**src/hdl/tsqm_pkg.sv**
```systemverilog
`timescale 1ns / 1ps
`default_nettype none

package tsqm_pkg;

    localparam int MAX_SLOTS   = 16;
    localparam int NUM_STAGES  = 4;

    localparam int SLOT_W      = (MAX_SLOTS > 1) ? $clog2(MAX_SLOTS) : 1;
    localparam int LINK_W      = $clog2(MAX_SLOTS + 1);
    localparam int STAGE_W     = (NUM_STAGES > 1) ? $clog2(NUM_STAGES) : 1;
    localparam int COUNT_W     = $clog2(MAX_SLOTS + 1);
    localparam int INIT_LEN    = (MAX_SLOTS > NUM_STAGES) ? MAX_SLOTS : NUM_STAGES;
    localparam int IDX_W       = $clog2(INIT_LEN + 1);

    localparam int ACTION_W    = 2;
    localparam int STAGE_IN_W  = 3;
    localparam int SLOT_IN_W   = 4;
    localparam int CODE_W      = 2;
    localparam int HEAD_W      = 4;
    localparam int REPORT_W    = 5;
    localparam int TASKS_W     = 5;

    localparam int TASKS_RESET = 16;
    localparam int RESET_N     = (TASKS_RESET > MAX_SLOTS) ? MAX_SLOTS : TASKS_RESET;

    localparam logic [LINK_W-1:0] LINK_NULL = LINK_W'(MAX_SLOTS);

    typedef enum logic [ACTION_W-1:0] {
        ACT_INIT  = 2'd0,
        ACT_HEAD  = 2'd1,
        ACT_MOVE  = 2'd2,
        ACT_QUERY = 2'd3
    } action_t;

    typedef enum logic [CODE_W-1:0] {
        CODE_OK        = 2'd0,
        CODE_EMPTY     = 2'd1,
        CODE_BAD_STAGE = 2'd2,
        CODE_BAD_SLOT  = 2'd3
    } code_t;

    typedef enum logic [2:0] {
        ST_IDLE,
        ST_INIT,
        ST_RD_SLOT,
        ST_UNLINK_PREV,
        ST_UNLINK_NEXT,
        ST_APPEND_SLOT,
        ST_APPEND_TAIL,
        ST_RESP
    } state_t;

    typedef enum logic [3:0] {
        DP_NONE,
        DP_LATCH,
        DP_INIT_STEP,
        DP_RD_SLOT,
        DP_UNLINK_PREV,
        DP_UNLINK_NEXT,
        DP_APPEND_SLOT,
        DP_APPEND_TAIL,
        DP_REPORT
    } dp_op_t;

    typedef struct packed {
        dp_op_t op;
    } dp_cmd_t;

    typedef struct packed {
        logic in_init;
        logic in_move_ok;
        logic init_last;
    } dp_status_t;

    function automatic logic [REPORT_W-1:0] sat_count(input logic [COUNT_W-1:0] c);
        logic [31:0] w;
        w = 32'(c);
        return (w > 32'd31) ? REPORT_W'(31) : w[REPORT_W-1:0];
    endfunction

endpackage

`default_nettype wire

```
**src/hdl/tsqm_ctrl.sv**
```systemverilog
`timescale 1ns / 1ps
`default_nettype none

module tsqm_ctrl
    import tsqm_pkg::*;
(
    input  wire        clk,
    input  wire        rst_n,
    input  wire        s_tvalid,
    output logic       s_tready,
    input  wire        m_tready,
    output logic       m_tvalid,
    input  dp_status_t status,
    output dp_cmd_t    cmd
);

    state_t state_reg;
    state_t state_next;
    logic   out_valid_reg;
    logic   out_valid_next;
    logic   load;

    always_ff @(posedge clk or negedge rst_n)
    begin
        if (!rst_n)
        begin
            state_reg     <= ST_IDLE;
            out_valid_reg <= 1'b0;
        end
        else
        begin
            state_reg     <= state_next;
            out_valid_reg <= out_valid_next;
        end
    end

    always_comb
    begin
        state_next = state_reg;
        unique case (state_reg)
            ST_IDLE:
            begin
                if (s_tvalid)
                begin
                    if (status.in_init)
                        state_next = ST_INIT;
                    else if (status.in_move_ok)
                        state_next = ST_RD_SLOT;
                    else
                        state_next = ST_RESP;
                end
            end
            ST_INIT:
            begin
                if (status.init_last)
                    state_next = ST_RESP;
            end
            ST_RD_SLOT:     state_next = ST_UNLINK_PREV;
            ST_UNLINK_PREV: state_next = ST_UNLINK_NEXT;
            ST_UNLINK_NEXT: state_next = ST_APPEND_SLOT;
            ST_APPEND_SLOT: state_next = ST_APPEND_TAIL;
            ST_APPEND_TAIL: state_next = ST_RESP;
            ST_RESP:
            begin
                if (!out_valid_reg || m_tready)
                    state_next = ST_IDLE;
            end
        endcase
    end

    always_comb
    begin
        s_tready = 1'b0;
        cmd.op   = DP_NONE;
        load     = 1'b0;
        unique case (state_reg)
            ST_IDLE:
            begin
                s_tready = 1'b1;
                if (s_tvalid)
                    cmd.op = DP_LATCH;
            end
            ST_INIT:        cmd.op = DP_INIT_STEP;
            ST_RD_SLOT:     cmd.op = DP_RD_SLOT;
            ST_UNLINK_PREV: cmd.op = DP_UNLINK_PREV;
            ST_UNLINK_NEXT: cmd.op = DP_UNLINK_NEXT;
            ST_APPEND_SLOT: cmd.op = DP_APPEND_SLOT;
            ST_APPEND_TAIL: cmd.op = DP_APPEND_TAIL;
            ST_RESP:
            begin
                load = !out_valid_reg || m_tready;
                if (load)
                    cmd.op = DP_REPORT;
            end
        endcase
        out_valid_next = load || (out_valid_reg && !m_tready);
    end

    assign m_tvalid = out_valid_reg;

endmodule

`default_nettype wire

```
**src/hdl/tsqm_dpath.sv**
```systemverilog
`timescale 1ns / 1ps
`default_nettype none

module tsqm_dpath
    import tsqm_pkg::*;
(
    input  wire                  clk,
    input  wire                  rst_n,
    input  dp_cmd_t              cmd,
    output dp_status_t           status,
    input  wire [ACTION_W-1:0]   in_action,
    input  wire [STAGE_IN_W-1:0] in_stage,
    input  wire [SLOT_IN_W-1:0]  in_slot,
    input  wire                  cfg_we,
    input  wire [TASKS_W-1:0]    cfg_wdata,
    output code_t                res_code,
    output logic [HEAD_W-1:0]    res_head,
    output logic [REPORT_W-1:0]  res_count,
    output logic                 res_empty
);

    logic [LINK_W-1:0]  next_link_reg   [MAX_SLOTS];
    logic [LINK_W-1:0]  prev_link_reg   [MAX_SLOTS];
    logic [STAGE_W-1:0] slot_stage_reg  [MAX_SLOTS];
    logic [LINK_W-1:0]  queue_head_reg  [NUM_STAGES];
    logic [LINK_W-1:0]  queue_tail_reg  [NUM_STAGES];
    logic [COUNT_W-1:0] queue_count_reg [NUM_STAGES];

    logic [TASKS_W-1:0] tasks_reg;
    logic [COUNT_W-1:0] active_reg;
    logic [IDX_W-1:0]   idx_reg;
    action_t            action_reg;
    logic [STAGE_W-1:0] stage_reg;
    logic [SLOT_W-1:0]  slot_reg;
    logic               stage_bad_reg;
    logic               slot_bad_reg;
    logic [STAGE_W-1:0] st_reg;
    logic [LINK_W-1:0]  p_reg;
    logic [LINK_W-1:0]  n_reg;
    logic [LINK_W-1:0]  t_reg;
    code_t              code_reg;
    logic [HEAD_W-1:0]  head_reg;
    logic [REPORT_W-1:0] count_reg;
    logic               empty_reg;

    logic               in_stage_bad;
    logic               in_slot_bad;
    logic [COUNT_W-1:0] tasks_clamped;
    logic [STAGE_W-1:0] q_addr;
    logic [LINK_W-1:0]  q_head_rd;
    logic [LINK_W-1:0]  q_tail_rd;
    logic [COUNT_W-1:0] q_count_rd;
    logic [31:0]        i32;
    logic [31:0]        n32;

    code_t               rep_code;
    logic [HEAD_W-1:0]   rep_head;
    logic [REPORT_W-1:0] rep_count;
    logic                rep_empty;

    logic               nl_we, pl_we, ss_we, qh_we, qt_we, qc_we;
    logic [SLOT_W-1:0]  nl_addr, pl_addr, ss_addr;
    logic [STAGE_W-1:0] qh_addr, qt_addr, qc_addr;
    logic [LINK_W-1:0]  nl_data, pl_data, qh_data, qt_data;
    logic [STAGE_W-1:0] ss_data;
    logic [COUNT_W-1:0] qc_data;

    assign in_stage_bad  = 32'(in_stage) >= 32'(NUM_STAGES);
    assign in_slot_bad   = (32'(in_slot) >= 32'(active_reg)) ||
                           (32'(in_slot) >= 32'(MAX_SLOTS));
    assign tasks_clamped = (32'(tasks_reg) > 32'(MAX_SLOTS)) ? COUNT_W'(MAX_SLOTS)
                                                               : COUNT_W'(tasks_reg);

    assign status.in_init    = action_t'(in_action) == ACT_INIT;
    assign status.in_move_ok = (action_t'(in_action) == ACT_MOVE) && !in_stage_bad &&
                               !in_slot_bad;
    assign status.init_last  = idx_reg == IDX_W'(INIT_LEN - 1);

    always_comb
    begin
        if (cmd.op == DP_UNLINK_NEXT)
            q_addr = st_reg;
        else if (action_reg == ACT_INIT)
            q_addr = '0;
        else
            q_addr = stage_reg;
    end

    assign q_head_rd  = queue_head_reg[q_addr];
    assign q_tail_rd  = queue_tail_reg[q_addr];
    assign q_count_rd = queue_count_reg[q_addr];
    assign i32        = 32'(idx_reg);
    assign n32        = 32'(active_reg);

    always_comb
    begin
        nl_we = 1'b0; nl_addr = slot_reg; nl_data = LINK_NULL;
        pl_we = 1'b0; pl_addr = slot_reg; pl_data = LINK_NULL;
        ss_we = 1'b0; ss_addr = slot_reg; ss_data = stage_reg;
        qh_we = 1'b0; qh_addr = stage_reg; qh_data = LINK_NULL;
        qt_we = 1'b0; qt_addr = stage_reg; qt_data = LINK_NULL;
        qc_we = 1'b0; qc_addr = stage_reg; qc_data = q_count_rd;
        case (cmd.op)
            DP_INIT_STEP:
            begin
                if (i32 < 32'(MAX_SLOTS))
                begin
                    nl_we   = 1'b1;
                    pl_we   = 1'b1;
                    ss_we   = 1'b1;
                    nl_addr = idx_reg[SLOT_W-1:0];
                    pl_addr = idx_reg[SLOT_W-1:0];
                    ss_addr = idx_reg[SLOT_W-1:0];
                    ss_data = '0;
                    nl_data = (i32 + 32'd1 < n32) ? LINK_W'(i32 + 32'd1) : LINK_NULL;
                    pl_data = (i32 == 32'd0 || i32 >= n32) ? LINK_NULL
                                                           : LINK_W'(i32 - 32'd1);
                end
                if (i32 < 32'(NUM_STAGES))
                begin
                    qh_we   = 1'b1;
                    qt_we   = 1'b1;
                    qc_we   = 1'b1;
                    qh_addr = idx_reg[STAGE_W-1:0];
                    qt_addr = idx_reg[STAGE_W-1:0];
                    qc_addr = idx_reg[STAGE_W-1:0];
                    qh_data = (i32 == 32'd0 && n32 > 32'd0) ? '0 : LINK_NULL;
                    qt_data = (i32 == 32'd0 && n32 > 32'd0) ? LINK_W'(n32 - 32'd1)
                                                            : LINK_NULL;
                    qc_data = (i32 == 32'd0) ? active_reg : '0;
                end
            end
            DP_UNLINK_PREV:
            begin
                if (p_reg != LINK_NULL)
                begin
                    nl_we   = 1'b1;
                    nl_addr = p_reg[SLOT_W-1:0];
                    nl_data = n_reg;
                end
                else
                begin
                    qh_we   = 1'b1;
                    qh_addr = st_reg;
                    qh_data = n_reg;
                end
            end
            DP_UNLINK_NEXT:
            begin
                if (n_reg != LINK_NULL)
                begin
                    pl_we   = 1'b1;
                    pl_addr = n_reg[SLOT_W-1:0];
                    pl_data = p_reg;
                end
                else
                begin
                    qt_we   = 1'b1;
                    qt_addr = st_reg;
                    qt_data = p_reg;
                end
                qc_we   = 1'b1;
                qc_addr = st_reg;
                qc_data = (q_count_rd != '0) ? q_count_rd - COUNT_W'(1) : q_count_rd;
            end
            DP_APPEND_SLOT:
            begin
                pl_we   = 1'b1;
                pl_data = q_tail_rd;
                nl_we   = 1'b1;
                nl_data = LINK_NULL;
            end
            DP_APPEND_TAIL:
            begin
                if (t_reg != LINK_NULL)
                begin
                    nl_we   = 1'b1;
                    nl_addr = t_reg[SLOT_W-1:0];
                    nl_data = LINK_W'(slot_reg);
                end
                else
                begin
                    qh_we   = 1'b1;
                    qh_data = LINK_W'(slot_reg);
                end
                qt_we   = 1'b1;
                qt_data = LINK_W'(slot_reg);
                qc_we   = 1'b1;
                qc_data = q_count_rd + COUNT_W'(1);
                ss_we   = 1'b1;
            end
            default:
            begin
            end
        endcase
    end

    always_comb
    begin
        rep_code  = CODE_OK;
        rep_head  = '0;
        rep_count = sat_count(q_count_rd);
        rep_empty = q_count_rd == '0;
        if (action_reg != ACT_INIT)
        begin
            if (stage_bad_reg)
            begin
                rep_code  = CODE_BAD_STAGE;
                rep_count = '0;
                rep_empty = 1'b0;
            end
            else if (action_reg == ACT_HEAD)
            begin
                if (q_count_rd == '0 || q_head_rd == LINK_NULL)
                begin
                    rep_code  = CODE_EMPTY;
                    rep_count = '0;
                    rep_empty = 1'b1;
                end
                else
                    rep_head = HEAD_W'(q_head_rd);
            end
            else if (action_reg == ACT_MOVE && slot_bad_reg)
            begin
                rep_code  = CODE_BAD_SLOT;
                rep_count = '0;
                rep_empty = 1'b0;
            end
        end
    end

    always_ff @(posedge clk or negedge rst_n)
    begin
        if (!rst_n)
        begin
            for (int k = 0; k < MAX_SLOTS; k++)
            begin
                next_link_reg[k]  <= (k + 1 < RESET_N) ? LINK_W'(k + 1) : LINK_NULL;
                prev_link_reg[k]  <= (k == 0 || k >= RESET_N) ? LINK_NULL : LINK_W'(k - 1);
                slot_stage_reg[k] <= '0;
            end
            for (int k = 0; k < NUM_STAGES; k++)
            begin
                queue_head_reg[k]  <= (k == 0 && RESET_N > 0) ? '0 : LINK_NULL;
                queue_tail_reg[k]  <= (k == 0 && RESET_N > 0) ? LINK_W'(RESET_N - 1)
                                                              : LINK_NULL;
                queue_count_reg[k] <= (k == 0) ? COUNT_W'(RESET_N) : '0;
            end
            tasks_reg  <= TASKS_W'(TASKS_RESET);
            active_reg <= COUNT_W'(RESET_N);
            idx_reg    <= '0;
            action_reg <= ACT_QUERY;
        end
        else
        begin
            if (nl_we)
                next_link_reg[nl_addr] <= nl_data;
            if (pl_we)
                prev_link_reg[pl_addr] <= pl_data;
            if (ss_we)
                slot_stage_reg[ss_addr] <= ss_data;
            if (qh_we)
                queue_head_reg[qh_addr] <= qh_data;
            if (qt_we)
                queue_tail_reg[qt_addr] <= qt_data;
            if (qc_we)
                queue_count_reg[qc_addr] <= qc_data;
            if (cfg_we)
                tasks_reg <= cfg_wdata;
            if (cmd.op == DP_LATCH)
            begin
                action_reg <= action_t'(in_action);
                idx_reg    <= '0;
                if (action_t'(in_action) == ACT_INIT)
                    active_reg <= tasks_clamped;
            end
            else if (cmd.op == DP_INIT_STEP)
                idx_reg <= idx_reg + IDX_W'(1);
        end
    end

    always_ff @(posedge clk)
    begin
        case (cmd.op)
            DP_LATCH:
            begin
                stage_reg     <= STAGE_W'(in_stage);
                slot_reg      <= SLOT_W'(in_slot);
                stage_bad_reg <= in_stage_bad;
                slot_bad_reg  <= in_slot_bad;
            end
            DP_RD_SLOT:
            begin
                st_reg <= slot_stage_reg[slot_reg];
                p_reg  <= prev_link_reg[slot_reg];
                n_reg  <= next_link_reg[slot_reg];
            end
            DP_APPEND_SLOT:
                t_reg <= q_tail_rd;
            DP_REPORT:
            begin
                code_reg  <= rep_code;
                head_reg  <= rep_head;
                count_reg <= rep_count;
                empty_reg <= rep_empty;
            end
            default:
            begin
            end
        endcase
    end

    assign res_code  = code_reg;
    assign res_head  = head_reg;
    assign res_count = count_reg;
    assign res_empty = empty_reg;

endmodule

`default_nettype wire

```
**src/hdl/task_stage_queue_manager_core.sv**
```systemverilog
`timescale 1ns / 1ps
`default_nettype none

// Channel   Direction  Handshake                  Contents
// request   in         s_tvalid / s_tready        s_tuser: action; s_tdata: stage, slot
// result    out        m_tvalid / m_tready        m_tuser: code; m_tdata: head, count, empty
// config    in         cfg_we                     cfg_wdata: tasks_in_use
//
// Head and query go from the accepted request straight to the result; move steps through a
// slot read, two unlink writes and two append writes through the single-address link and
// queue arrays, and init sweeps INIT_LEN entries, the larger of the slot and stage counts.
// Reset leaves every slot chained in the idle queue at once; there is no clearing pass.
// A finished result waits in the output register while the next request is accepted; that
// request stalls in its last cycle until the register has been emptied.

module task_stage_queue_manager_core
    import tsqm_pkg::*;
(
    input  wire               clk,
    input  wire               rst_n,
    input  wire               s_tvalid,
    output logic              s_tready,
    input  wire [7:0]         s_tdata,   // stage [2:0], slot [6:3], zero [7]
    input  wire [1:0]         s_tuser,   // action [1:0]
    output logic              m_tvalid,
    input  wire               m_tready,
    output logic [15:0]       m_tdata,   // head_slot [3:0], count [8:4],
                                         // stage_empty [9], zero [15:10]
    output logic [1:0]        m_tuser,   // code [1:0]
    input  wire               cfg_we,
    input  wire [TASKS_W-1:0] cfg_wdata
);

    dp_cmd_t             cmd;
    dp_status_t          status;
    code_t               res_code;
    logic [HEAD_W-1:0]   res_head;
    logic [REPORT_W-1:0] res_count;
    logic                res_empty;

    tsqm_ctrl u_ctrl (
        .clk      (clk),
        .rst_n    (rst_n),
        .s_tvalid (s_tvalid),
        .s_tready (s_tready),
        .m_tready (m_tready),
        .m_tvalid (m_tvalid),
        .status   (status),
        .cmd      (cmd)
    );

    tsqm_dpath u_dpath (
        .clk       (clk),
        .rst_n     (rst_n),
        .cmd       (cmd),
        .status    (status),
        .in_action (s_tuser),
        .in_stage  (s_tdata[2:0]),
        .in_slot   (s_tdata[6:3]),
        .cfg_we    (cfg_we),
        .cfg_wdata (cfg_wdata),
        .res_code  (res_code),
        .res_head  (res_head),
        .res_count (res_count),
        .res_empty (res_empty)
    );

    assign m_tdata = {6'b0, res_empty, res_count, res_head};
    assign m_tuser = res_code;

    a_one_item_at_a_time: assert property (@(posedge clk) disable iff (!rst_n)
        s_tvalid && s_tready |=> !s_tready)
        else $error("A request was accepted while the previous one was still in work.");

    a_short_result_latency: assert property (@(posedge clk) disable iff (!rst_n)
        s_tvalid && s_tready && !m_tvalid &&
        (s_tuser == ACT_HEAD || s_tuser == ACT_QUERY) |=> ##1 m_tvalid)
        else $error("A head or query result did not appear two cycles after its transfer.");

    a_empty_report: assert property (@(posedge clk) disable iff (!rst_n)
        m_tvalid && (m_tuser == CODE_EMPTY) |-> (m_tdata[8:0] == 9'd0) && m_tdata[9])
        else $error("An empty-stage result carries a slot or a count.");

endmodule

`default_nettype wire
```
**config.mk**
```make
export PLATFORM = sky130hd
export DESIGN_NAME = task_stage_queue_manager_core
export DESIGN_NICKNAME = d
export VERILOG_FILES = /design/src/hdl/tsqm_pkg.sv /design/src/hdl/tsqm_ctrl.sv /design/src/hdl/tsqm_dpath.sv /design/src/hdl/task_stage_queue_manager_core.sv
export SDC_FILE = /design/constraint.sdc
export NUM_CORES = 1
export LEC_CHECK = 0
export BUFFER_PORTS_ARGS = -buffer_cell sky130_fd_sc_hd__clkbuf_2
export CAP_MARGIN = 10
export CORE_UTILIZATION = 55
export CTS_BUF_LIST = sky130_fd_sc_hd__clkbuf_8
export CTS_CLUSTER_SIZE = 14
export DETAILED_ROUTE_END_ITERATION = 10
export PLACE_DENSITY = 0.76
export SYNTH_ARGS = -nofsm -noshare
export SYNTH_HDL_FRONTEND = slang
export SYNTH_SLANG_ARGS = --single-unit
```
**constraint.sdc**
```tcl
create_clock -name clk -period 5 [get_ports clk]
set_clock_uncertainty 0.15 [all_clocks]
set_input_delay 0.5 -clock clk [delete_from_list [all_inputs] [get_ports clk]]
set_output_delay 0.5 -clock clk [all_outputs]
set_load 0.05 [all_outputs]
```
==> impl_metrics.ini <==
[status]
outcome = finished, final reports clean

[sta]
hold_viol_final = 0
setup_viol = 0
period_share_pct = 85.4
worst_pin_slew_ns = 1.07
period_needed_ns = 4.27
worst_slack_ns = 0.729
max-slew-margin-rel_pct = 28.8
tns_ns = 0
max_freq_mhz = 234
slew_viol_final = 0
rsz0062_at_grt = false

[critical_path]
crit_path_frequent_cell = ha_1
crit_required_ns = 5.16
crit_buf_inv = 0
r2r_setup_slack_ns = 0.73
rr_worst_depth = 12
worst_path_largest_cell_delay_ns = 0.50
end_kind = flip-flop
critPathTopFamily = compound AO/OA/AOI/OAI gates
crit-reg2reg-launch = u_ctrl.state_reg[0]$_DFFE_PN0P_
worstSetupStartpointType = flip-flop
cp_slowest_cell = mux2_4
worstPathMaxFanout = 23
crit_type = flip-flop to flip-flop
reg2reg_to = u_dpath.res_count[2]$_DFFE_PN_
crit_arrival_ns = 4.43
crit_chain = ha_1 -> nand2_2 -> o2111ai_4 -> mux2_4 -> mux2i_1 -> o21a_1 -> ha_1 -> nand4_1 -> o22ai_2 -> a41oi_1 -> o22ai_1 -> nor3_1

[final_layout]
area_growth_pct = 10.6
layout-drive-gt1-share_pct = 42.7
diodes = 0
final_nets = 1343
stdcell_count = 1726

[route]
wire_per_inst_um = 21.7
drc = 0
vias_per_cell = 6.28
drt_first_iter_violations = 977
drt-total-wl_um = 37500
drtPass1Iterations = 5
ant_nets = 0
vias = 10800

[synth]
synth_edf_count = 37
yosysSeqAreaShare_pct = 48.9
synthAdderAreaFrac_pct = 1.83
synth_top_cell_by_area = dfrtp_1
synth_top_family_by_area = multiplexers
synth_simple_gate_area_share_pct = 8.47
syn_inst = 1244
synth_compound_area_share_pct = 8.45
yosysTopAreaCellShare_pct = 29.8
synth_xor_area_share_pct = 0.373
synth-seq-cells = 310
syn_avg_cell_area_sq_um = 13.2
ys_warn_count = 0
syn-cell-area_sq_um = 16400
synth_area_leaders = dfrtp_1, mux2_2, dfstp_2
synth.distinct_cells = 95
synthMuxAreaShare_pct = 29.1
synth_top_flop_cell = dfrtp_1
synth-async-reset-ratio_pct = 88.1

[floorplan]
start_util_pct = 56.7
core-area_sq_um = 29000
die_w_um = 175
dieArea_sq_um = 30600
die_h_um = 175
row_count = 62
ioPinCount = 40

[power]
p_leak_uw = 0.00781
finalPower_uw = 13300
ir_drop_mv = 0.378
power_density_nw_per_um2 = 729

[clock_tree]
cts.sink_count = 310
cts-buffers-inserted = 51
cts_root_buf = clkbuf_8
htreeDepth = 2
cts_tree = yes
insertion_delay_ns = 0.59
max-clock-path-buffers = 3
post_cts_buffers = 0
clk_pin_slew_ns = 0.07

[global_route]
grt_usage_pct = 25.6
grt_first_pass_wirelength_um = 61400
grt_overflow_total = 0
grt_max_degree = 121
antenna_found_initial = 0
grt_pass1_vias = 11200

[placed_design]
numPortBuffers = 32
dp.cells = 1614
place_hpwl_um = 25400
dp_slack_ns = 0.731
finalWeightedCongestion = 0.933

[hold_path]
min_to = u_dpath.action_reg[1]$_DFFE_PN1P_
whs_path_depth = 2
hp-start = s_tuser[1]
hold_path_class = input pin to flip-flop

[flow_run]
max_cap_violations = 0
## metal layers
layer	part of all wire, %	routed length, um	GRT usage (%)
met1	43	16100	35.6
met2	47	17700	40.4
met5	0	0	0
met4	3.0	1140	9.64
met3	6.7	2510	4.61
## logic make-up after synthesis
| family | after synthesis |
|---|---|
| compound gates | 176 |
| xor+xnor | 7 |
| fa+ha+maj | 24 |
| buf+inv | 105 |
| flops | 310 |
| mux | 364 |
| other cells | 1 |
| simple gates | 257 |
## through the flow
stage	util (%)	instance area (sq um)	hold WS, ns
6_report	62.7	18200	0.0419
5_1_grt	62.7	18200	0.0286
4_1_cts	62.6	18200	0.0164
3_5_place_dp	58.5	17000	0.323
3_3_place_gp	58.5	17000	0.312
2_1_floorplan	-	16500	0.0544
## cell type report
| cell class | instances | area [sq um] |
|---|---|---|
| multi-input combinational | 834 | 7960 |
| inverter | 29 | 109 |
| timing repair buffer | 73 | 526 |
| clock buffer | 63 | 867 |
| sequential | 310 | 8040 |
| fill | 2211 | 10800 |
| clock inverter | 33 | 201 |
| tap | 384 | 480 |
## worst max-delay path by stage
stage / endpoint / from / slack, ns / depth (start not counted)
floorplan: u_dpath.queue_count_reg[11]$_DFFE_PN0P_ / u_ctrl.m_tvalid$_DFF_PN0_ / 1.27 / 14
global placement: u_dpath.res_count[2]$_DFFE_PN_ / m_tready / 0.81 / 12
detailed placement: u_dpath.res_count[2]$_DFFE_PN_ / m_tready / 0.73 / 12
CTS: u_dpath.res_count[2]$_DFFE_PN_ / u_ctrl.state_reg[0]$_DFFE_PN0P_ / 0.75 / 13
global route: u_dpath.res_count[2]$_DFFE_PN_ / u_ctrl.state_reg[0]$_DFFE_PN0P_ / 0.50 / 13
finish: u_dpath.res_count[2]$_DFFE_PN_ / u_ctrl.state_reg[0]$_DFFE_PN0P_ / 0.73 / 12
## cells in the mapped netlist (all sizes together), types with 3 or more instances
cell	n
o21ai	39
mux2i	40
or3	7
mux4	61
and3	9
a22o	5
buf	40
o21a	12
a21oi	20
inv	29
nand2	64
a31oi	3
a21o	7
nand4	6
xnor2	5
nand2b	13
and3b	3
a221oi	6
a211oi	11
clkbuf	36
nor4	13
dfstp	77
dfrtp	196
o32ai	4
nand3	15
nor3b	3
or4	3
o221ai	5
a22oi	13
nand3b	3
o22ai	4
and2	16
mux2	263
o31ai	3
a221o	6
o211ai	11
nor2b	8
nor2	56
nor3	30
a2111oi	3
edfxtp	37
ha	24
## placed cells by master (no fill, tap or decap), types with 7 or more instances in the layout
cell type / netlist / final
a211oi_1: 9 / 9
a21oi_1: 19 / 19
a22oi_1: 13 / 13
and2_1: 15 / 15
and3_1: 9 / 9
buf_4: 9 / 26
clkbuf_2: 1 / 31
clkbuf_8: 0 / 63
dfrtp_1: 196 / 196
dfstp_2: 77 / 77
dlygate4sd3_1: 0 / 14
edfxtp_1: 37 / 37
ha_1: 24 / 24
inv_1: 29 / 52
mux2_2: 246 / 246
mux2_4: 11 / 11
mux2i_1: 40 / 40
mux4_2: 61 / 61
nand2_1: 62 / 62
nand2b_1: 13 / 13
nand3_1: 15 / 15
nor2_1: 53 / 53
nor2b_1: 8 / 8
nor3_1: 20 / 19
nor3_2: 9 / 10
nor4_1: 12 / 10
o211ai_1: 10 / 10
o21a_1: 11 / 11
o21ai_0: 33 / 33
or3_1: 7 / 7
## report_power, final
group / internal (uW) / switching (uW) / total (uW)
Clock: 1250 / 1010 / 2260
Combinational: 2760 / 3960 / 6720
Sequential: 3660 / 621 / 4280
Total: 7670 / 5590 / 13300
## timing repair
action	CTS	global route
hold endpoints to repair	90	0
gates resized for setup	0	0
hold buffers	14	0
Power figures use the tool's default switching activity.
